### src/hdl/fbpa_pkg.sv
// shared types, constants and codes of the fixed block pool allocator
package fbpa_pkg;

   // default pool capacity in blocks
   localparam int MAX_BLOCKS_DEF = 256;

   // pool layout constants
   localparam int ALIGN_BYTES   = 4;
   localparam int HEADER_BYTES  = 8;
   localparam int CONTROL_BYTES = 28;

   // field widths
   localparam int ADDR_W    = 32;
   localparam int PAYLOAD_W = 24;
   localparam int COUNT_W   = 9;
   // payload plus header plus rounding slack
   localparam int BSIZE_W   = PAYLOAD_W + 1;

   // configuration register indexes
   localparam logic [1:0] CSR_POOL_BASE     = 2'd0;
   localparam logic [1:0] CSR_POOL_BYTES    = 2'd1;
   localparam logic [1:0] CSR_PAYLOAD_BYTES = 2'd2;

   typedef enum logic [1:0] {
      CMD_INIT  = 2'd0,
      CMD_ALLOC = 2'd1,
      CMD_FREE  = 2'd2,
      CMD_NOP   = 2'd3
   } cmd_type;

   typedef enum logic [2:0] {
      STAT_OK       = 3'd0,
      STAT_EMPTY    = 3'd1,
      STAT_BADARG   = 3'd2,
      STAT_NOINIT   = 3'd3,
      STAT_OVERFLOW = 3'd4
   } status_type;

   typedef enum logic [1:0] {
      S_IDLE,
      S_EXEC,
      S_FILL,
      S_DONE
   } state_type;

   typedef struct packed {
      logic [ADDR_W-1:0]    pool_base;
      logic [ADDR_W-1:0]    pool_bytes;
      logic [PAYLOAD_W-1:0] payload_bytes;
   } cfg_type;

   typedef struct packed {
      status_type           status;
      logic [ADDR_W-1:0]    alloc_addr;
      logic [ADDR_W-1:0]    block_bytes;
      logic [COUNT_W-1:0]   block_count;
      logic [COUNT_W-1:0]   used_count;
   } rsp_type;

endpackage

### src/hdl/fbpa_ctrl.sv
// command sequencer: ring pointers, counters and the init fill walk
module fbpa_ctrl #(
   parameter int MAX_BLOCKS = fbpa_pkg::MAX_BLOCKS_DEF
) (
   input  logic                             clock,
   input  logic                             reset,
   input  logic                             req_valid,
   output logic                             req_ready,
   input  logic [1:0]                       req_cmd,
   input  logic [fbpa_pkg::ADDR_W-1:0]      req_block_addr,
   input  fbpa_pkg::cfg_type                cfg,
   input  logic                             out_free,
   output logic                             res_load,
   output fbpa_pkg::rsp_type                res,
   output logic                             ring_wr_en,
   output logic [$clog2(MAX_BLOCKS)-1:0]    ring_wr_addr,
   output logic [fbpa_pkg::ADDR_W-1:0]      ring_wr_data,
   output logic                             ring_rd_en,
   output logic [$clog2(MAX_BLOCKS)-1:0]    ring_rd_addr,
   input  logic [fbpa_pkg::ADDR_W-1:0]      ring_rd_data
);

   localparam int IW  = $clog2(MAX_BLOCKS);
   localparam int CW  = $clog2(MAX_BLOCKS + 1);
   localparam int OW  = (CW > fbpa_pkg::COUNT_W) ? CW : fbpa_pkg::COUNT_W;
   localparam int AW  = fbpa_pkg::ADDR_W;
   localparam int BSW = fbpa_pkg::BSIZE_W;

   localparam logic [IW-1:0]  LAST_IDX   = IW'(MAX_BLOCKS - 1);
   localparam logic [CW-1:0]  MAX_CNT    = CW'(MAX_BLOCKS);
   localparam logic [AW-1:0]  ALIGN_MASK = AW'(fbpa_pkg::ALIGN_BYTES - 1);
   localparam logic [BSW-1:0] ROUND_MASK = BSW'(fbpa_pkg::ALIGN_BYTES - 1);
   localparam logic [AW-1:0]  CTRL_B     = AW'(fbpa_pkg::CONTROL_BYTES);
   localparam logic [AW-1:0]  FIRST_OFS  =
      AW'(fbpa_pkg::CONTROL_BYTES + fbpa_pkg::HEADER_BYTES);

   fbpa_pkg::state_type state_ff, state_in;
   fbpa_pkg::cmd_type   cmd_ff;
   logic [AW-1:0]       addr_ff;

   logic [IW-1:0]  head_ff, head_in;
   logic [IW-1:0]  tail_ff, tail_in;
   logic [CW-1:0]  total_ff, total_in;
   logic [CW-1:0]  used_ff, used_in;
   logic [BSW-1:0] bsize_ff, bsize_in;
   logic [CW-1:0]  fill_cnt_ff, fill_cnt_in;
   logic [AW-1:0]  fill_rem_ff, fill_rem_in;
   logic [AW-1:0]  fill_addr_ff, fill_addr_in;

   logic           accept;
   logic           no_init;
   logic           alloc_ok;
   logic           free_ok;
   logic           args_bad;
   logic           fill_more;
   logic [BSW-1:0] bsize_calc;
   logic [IW-1:0]  head_next;
   logic [IW-1:0]  tail_next;

   function automatic logic [fbpa_pkg::COUNT_W-1:0] to_out(input logic [CW-1:0] v);
      logic [OW-1:0] w;
      w = OW'(v);
      return w[fbpa_pkg::COUNT_W-1:0];
   endfunction

   assign accept  = req_valid && req_ready;
   assign no_init = (total_ff == '0);
   assign alloc_ok = !no_init && (used_ff < total_ff);
   assign free_ok  = !no_init && (addr_ff != '0) && (used_ff != '0);

   assign args_bad = (cfg.pool_base == '0) || ((cfg.pool_base & ALIGN_MASK) != '0) ||
                     (cfg.pool_bytes <= CTRL_B) || (cfg.payload_bytes == '0);

   // header plus payload, rounded up to the alignment
   assign bsize_calc = (BSW'(fbpa_pkg::HEADER_BYTES) + BSW'(cfg.payload_bytes) + ROUND_MASK)
                       & ~ROUND_MASK;

   assign fill_more = (fill_rem_ff >= AW'(bsize_ff)) && (fill_cnt_ff < MAX_CNT);

   assign head_next = (head_ff == LAST_IDX) ? '0 : head_ff + IW'(1);
   assign tail_next = (tail_ff == LAST_IDX) ? '0 : tail_ff + IW'(1);

   // next state
   always_comb begin
      state_in = state_ff;
      unique case (state_ff)
         fbpa_pkg::S_IDLE: begin
            if (accept) begin
               state_in = fbpa_pkg::S_EXEC;
            end
         end
         fbpa_pkg::S_EXEC: begin
            if ((cmd_ff == fbpa_pkg::CMD_INIT) && !args_bad) begin
               state_in = fbpa_pkg::S_FILL;
            end else if (out_free) begin
               state_in = fbpa_pkg::S_IDLE;
            end
         end
         fbpa_pkg::S_FILL: begin
            if (!fill_more) begin
               state_in = fbpa_pkg::S_DONE;
            end
         end
         fbpa_pkg::S_DONE: begin
            if (out_free) begin
               state_in = fbpa_pkg::S_IDLE;
            end
         end
         default: state_in = fbpa_pkg::S_IDLE;
      endcase
   end

   // outputs: handshake, ring ports and result
   always_comb begin
      req_ready       = 1'b0;
      ring_rd_en      = 1'b0;
      ring_rd_addr    = head_ff;
      ring_wr_en      = 1'b0;
      ring_wr_addr    = tail_ff;
      ring_wr_data    = addr_ff;
      res_load        = 1'b0;
      res.status      = fbpa_pkg::STAT_OK;
      res.alloc_addr  = '0;
      res.block_bytes = AW'(bsize_ff);
      res.block_count = to_out(total_ff);
      res.used_count  = to_out(used_ff);
      unique case (state_ff)
         fbpa_pkg::S_IDLE: begin
            req_ready  = 1'b1;
            // speculative head read, used only by allocate
            ring_rd_en = accept;
         end
         fbpa_pkg::S_EXEC: begin
            res_load = out_free && !((cmd_ff == fbpa_pkg::CMD_INIT) && !args_bad);
            case (cmd_ff)
               fbpa_pkg::CMD_INIT: begin
                  res.status = fbpa_pkg::STAT_BADARG;
               end
               fbpa_pkg::CMD_ALLOC: begin
                  if (no_init) begin
                     res.status = fbpa_pkg::STAT_NOINIT;
                  end else if (!alloc_ok) begin
                     res.status = fbpa_pkg::STAT_EMPTY;
                  end else begin
                     res.alloc_addr = ring_rd_data;
                     res.used_count = to_out(used_ff + CW'(1));
                  end
               end
               fbpa_pkg::CMD_FREE: begin
                  if (no_init) begin
                     res.status = fbpa_pkg::STAT_NOINIT;
                  end else if (addr_ff == '0) begin
                     res.status = fbpa_pkg::STAT_OK;
                  end else if (!free_ok) begin
                     res.status = fbpa_pkg::STAT_OVERFLOW;
                  end else begin
                     ring_wr_en     = out_free;
                     res.used_count = to_out(used_ff - CW'(1));
                  end
               end
               default: begin
                  res.status = fbpa_pkg::STAT_OK;
               end
            endcase
         end
         fbpa_pkg::S_FILL: begin
            ring_wr_en   = fill_more;
            ring_wr_addr = fill_cnt_ff[IW-1:0];
            ring_wr_data = fill_addr_ff;
         end
         fbpa_pkg::S_DONE: begin
            res_load   = out_free;
            res.status = no_init ? fbpa_pkg::STAT_BADARG : fbpa_pkg::STAT_OK;
         end
         default: begin
            req_ready = 1'b0;
         end
      endcase
   end

   // datapath next values
   always_comb begin
      head_in      = head_ff;
      tail_in      = tail_ff;
      total_in     = total_ff;
      used_in      = used_ff;
      bsize_in     = bsize_ff;
      fill_cnt_in  = fill_cnt_ff;
      fill_rem_in  = fill_rem_ff;
      fill_addr_in = fill_addr_ff;
      if (state_ff == fbpa_pkg::S_EXEC) begin
         case (cmd_ff)
            fbpa_pkg::CMD_INIT: begin
               if (!args_bad) begin
                  bsize_in     = bsize_calc;
                  fill_cnt_in  = '0;
                  fill_rem_in  = cfg.pool_bytes - CTRL_B;
                  fill_addr_in = cfg.pool_base + FIRST_OFS;
               end
            end
            fbpa_pkg::CMD_ALLOC: begin
               if (alloc_ok && out_free) begin
                  head_in = head_next;
                  used_in = used_ff + CW'(1);
               end
            end
            fbpa_pkg::CMD_FREE: begin
               if (free_ok && out_free) begin
                  tail_in = tail_next;
                  used_in = used_ff - CW'(1);
               end
            end
            default: begin
               used_in = used_ff;
            end
         endcase
      end else if (state_ff == fbpa_pkg::S_FILL) begin
         if (fill_more) begin
            fill_cnt_in  = fill_cnt_ff + CW'(1);
            fill_rem_in  = fill_rem_ff - AW'(bsize_ff);
            fill_addr_in = fill_addr_ff + AW'(bsize_ff);
         end else begin
            // commit the rebuilt pool
            total_in = fill_cnt_ff;
            used_in  = '0;
            head_in  = '0;
            tail_in  = (fill_cnt_ff == MAX_CNT) ? '0 : fill_cnt_ff[IW-1:0];
         end
      end
   end

   always_ff @(posedge clock) begin
      if (reset) begin
         state_ff <= fbpa_pkg::S_IDLE;
         head_ff  <= '0;
         tail_ff  <= '0;
         total_ff <= '0;
         used_ff  <= '0;
         bsize_ff <= '0;
      end else begin
         state_ff <= state_in;
         head_ff  <= head_in;
         tail_ff  <= tail_in;
         total_ff <= total_in;
         used_ff  <= used_in;
         bsize_ff <= bsize_in;
      end
   end

   always_ff @(posedge clock) begin
      fill_cnt_ff  <= fill_cnt_in;
      fill_rem_ff  <= fill_rem_in;
      fill_addr_ff <= fill_addr_in;
      if (accept) begin
         cmd_ff  <= fbpa_pkg::cmd_type'(req_cmd);
         addr_ff <= req_block_addr;
      end
   end

endmodule

### config.mk
export PLATFORM = sky130hd
export DESIGN_NAME = fbpa_ctrl
export DESIGN_NICKNAME = d
export VERILOG_FILES = /design/src/hdl/fbpa_pkg.sv /design/src/hdl/fbpa_ctrl.sv
export SDC_FILE = /design/constraint.sdc
export NUM_CORES = 1
export LEC_CHECK = 0
export ABC_AREA = 0
export BUFFER_PORTS_ARGS = -buffer_cell sky130_fd_sc_hd__buf_2
export CAP_MARGIN = 20
export CORE_MARGIN = 1.5
export CORE_UTILIZATION = 56
export CTS_CLUSTER_DIAMETER = 30
export DETAILED_ROUTE_END_ITERATION = 8
export GPL_TIMING_DRIVEN = 0
export PLACE_DENSITY = 0.95
export SLEW_MARGIN = 10
export SYNTH_ARGS = -nofsm -noshare
export SYNTH_HDL_FRONTEND = slang
export SYNTH_SLANG_ARGS = --single-unit
### constraint.sdc
create_clock -name clock -period 4.45 [get_ports clock]
set_input_delay 0.445 -clock clock [delete_from_list [all_inputs] [get_ports clock]]
set_output_delay 0.445 -clock clock [all_outputs]
set_load 0.03 [all_outputs]
==> key figures <==
Run status
  • Status: finished, final reports clean

Floorplanning
  • Row cnt: 54
  • Die height: 154 µm
  • Core region area: 22000 µm²
  • Die Wd: 154 µm
  • Die area: 23600 µm²
  • Initial Util: 57.7%
  • # IOs: 295

Global routing
  • Total gr overflow: 0
  • Initial antenna violation count: 1
  • Overall Global Routing Usage: 35.3%
  • First-pass GRT wire length: 65.8 mm
  • Largest net degree at the start of global routing: 64
  • Vias in the first global route: 12500

Routing
  • DRC violations left: 0
  • Wirelength per Cell: 20.4 µm
  • Antenna-violating nets left: 0
  • First drt pass iteration count: 6
  • DR iter-0 viols: 1629
  • Vias per cell: 6.33
  • Total wire length: 42.1 mm
  • Via count: 13100

Setup path
  • Ordered list of cells on the worst path: inv_1 -> ha_1 -> nand3_1 -> or4_1 -> a311o_1 -> a21oi_4 -> and2_1 -> nor2_1 -> nor2_1 -> buf_2
  • Arrival time worst endpoint: 3.80 ns
  • Largest delay contributor family on the critical path: simple AND/OR/NAND/NOR gates
  • Reg-to-reg setup timing slack: 0.61 ns
  • Crit Path Class: flop to output pin
  • Worst Setup End Kind: output pin
  • Worst r2r src: bsize_ff[24]
  • Crit start category: flop
  • Most frequent CP cell: nor2_1
  • Worst path max stage delay: 0.63 ns
  • CP max stage cell: or4_1
  • CP required: 4.01 ns
  • Worst-path maximum fanout: 8
  • CP bufs+invs: 2
  • Worst setup startpoint: bsize_ff[24]

Synth
  • Main synth FF type: edfxtp_1
  • Post-synth top area share: 25.3%
  • Distinct cells, synth: 73
  • Syn_area_per_cell: 8.72 µm²
  • Cells after Synth: 1456
  • Main area contributors after synthesis: edfxtp_1 25%, dfxtp_1 9.3%, ha_1 7.0%, xnor2_1 4.7%, nor2_1 4.0%
  • Yosys warns: 0
  • Sequential fraction of the synthesis area: 34.6%
  • Post-synth EDFFs: 107
  • Async SR Flop Fraction: 0%
  • Synthesized area: 12700 µm²
  • Largest area contributor in the netlist: edfxtp_1
  • Commonest cells in the netlist: 135 x nor2_1, 113 x nand2_1, 107 x edfxtp_1
  • Count leader, synth: nor2_1
  • Yosys reg bits: 166

Placement
  • Placed Area: 14600 µm²
  • Final HPWL DP: 32.1 mm
  • Number of port buffers: 285
  • Final GP Congestion: 0.979

Run
  • Max-cap check violation count: 0

Layout
  • Layout Nets: 2002
  • Layout cells sized above 1: 21.9%
  • Design Area, Final: 15200 µm²
  • # diodes: 0
  • Number of fill cells: 1721
  • Final core occ: 68.9%
  • P&R area growth vs syn: 19.5%

STA
  • # setup viols final: 0
  • Worst Max-Slew Pin Slew: 1.15 ns
  • Worst relative slew slack: 23.0%
  • RSZ-0062 raised after global routing: false
  • Worst Skew: 0.0118 ns
  • Final setup TNS: 0 ns
  • Max Freq: 0.236 GHz
  • Final Max Tran Viols: 0
  • Hold Fails Final Rpt: 0
  • Period utilization: 95.3%
  • Min Tclk post-route: 4.24 ns

Clocking
  • Post_cts resized: 0
  • Clock Tree Root: clkbuf_16
  • Clk buf depth: 2
  • CTS clock-pin slew for the worst setup and hold paths: 0.07 ns
  • CTS tree: yes
  • Setup bufs post-CTS: 0
  • CTS Hold Bufs: 0
  • H-tree levels: 4
  • Clk sinks: 166
  • Total CTS buffers: 17
  • Worst-Skew Late Latency: 0.45 ns

Power
  • Leakage power total: 6.24 nW
  • P per Cell Area: 273 nW/µm²
  • VDD IR max: 262 µV
  • PnR Total Power: 4.14 mW

Worst hold path
  • Hold/Removal Path Class: input port to flop
  • HP Start: req_block_addr[14]
routing by layer:
metal,track usage [%],wire length (µm),part of all wire (%)
met2,57.1,19500,46
met1,44.8,16500,39
met4,18.5,1810,4.3
met5,0,10,0.024
met3,7.19,4260,10
metrics by stage:
stage	setup slack (ns)	cells	hold WS [ns]
after floorplan	0.0966	1464	0.478
after global placement	-1.47	2029	0.497
after CTS	0.271	2063	0.157
after global routing	0.0327	2064	0.154
after detailed placement	0.487	2031	0.525
final	0.209	2064	0.164
power breakdown:
group / switching (mW) / internal (mW)
clock: 0.657 / 0.890
sequential: 0.0422 / 1.71
combinational: 0.559 / 0.284
total: 1.26 / 2.88
placed cells by master, fill, tap and decap left out, types with 17 or more instances in the layout:
master / Yosys / final
o21a_1: 17 / 17
o21ai_0: 93 / 93
buf_2: 1 / 287
edfxtp_1: 107 / 107
inv_1: 69 / 69
a211oi_1: 34 / 34
nand4_1: 18 / 18
dfxtp_1: 59 / 59
and3_1: 54 / 54
xnor2_1: 68 / 68
nand2_1: 113 / 113
a21o_1: 22 / 21
nor2_1: 135 / 135
mux2i_1: 21 / 21
clkbuf_16: 0 / 21
nor4_1: 33 / 32
mux2_2: 43 / 43
xor2_1: 56 / 56
nor3_1: 31 / 31
nand3_1: 47 / 47
ha_1: 71 / 71
a21oi_1: 85 / 85
clkbuf_1: 49 / 50
worst paths after layout:
path | depth (start not counted) | end
setup / recovery | 10 | ring_wr_en
hold reg to reg | 2 | bsize_ff[18]
setup reg to reg | 9 | fill_addr_ff[22]
hold / removal | 1 | addr_ff[14]
final cells by class:
type	count	area [µm²]	share of cell area [%]
inverter	69	259	1.71
tap	280	350	2.31
clock inverter	6	47.5	0.313
sequential	166	4390	29.0
buffer	68	302	1.99
clock buffer	26	567	3.73
multi-input combinational	1161	7790	51.3
timing repair buffer	288	1470	9.66
cells by family (layout without fill, tap and decap cells):
family / count (synthesis) / count (layout) / share of synthesized area, %
AO/OA/AOI/OAI: 363 / 363 / 18.5
XOR/XNOR: 124 / 124 / 8.55
AND/OR/NAND/NOR: 528 / 528 / 21.2
flip-flops: 166 / 166 / 34.6
adder cells (fa/ha/maj): 73 / 73 / 7.31
other: 1 / 9 / 0.0295
buffers and inverters: 137 / 457 / 4.41
multiplexers: 64 / 64 / 5.47
flip-flops by register name, summed over array words and instances, names as in the netlist, 8 cells and up:
signal and flops:
addr_ff 32, bsize_ff 23, fill_addr_ff 32, fill_cnt_ff 9, fill_rem_ff 32, ring_rd_addr 8
tail_ff 8, total_ff 9, used_ff 9
(Power assumes the default switching activity.)
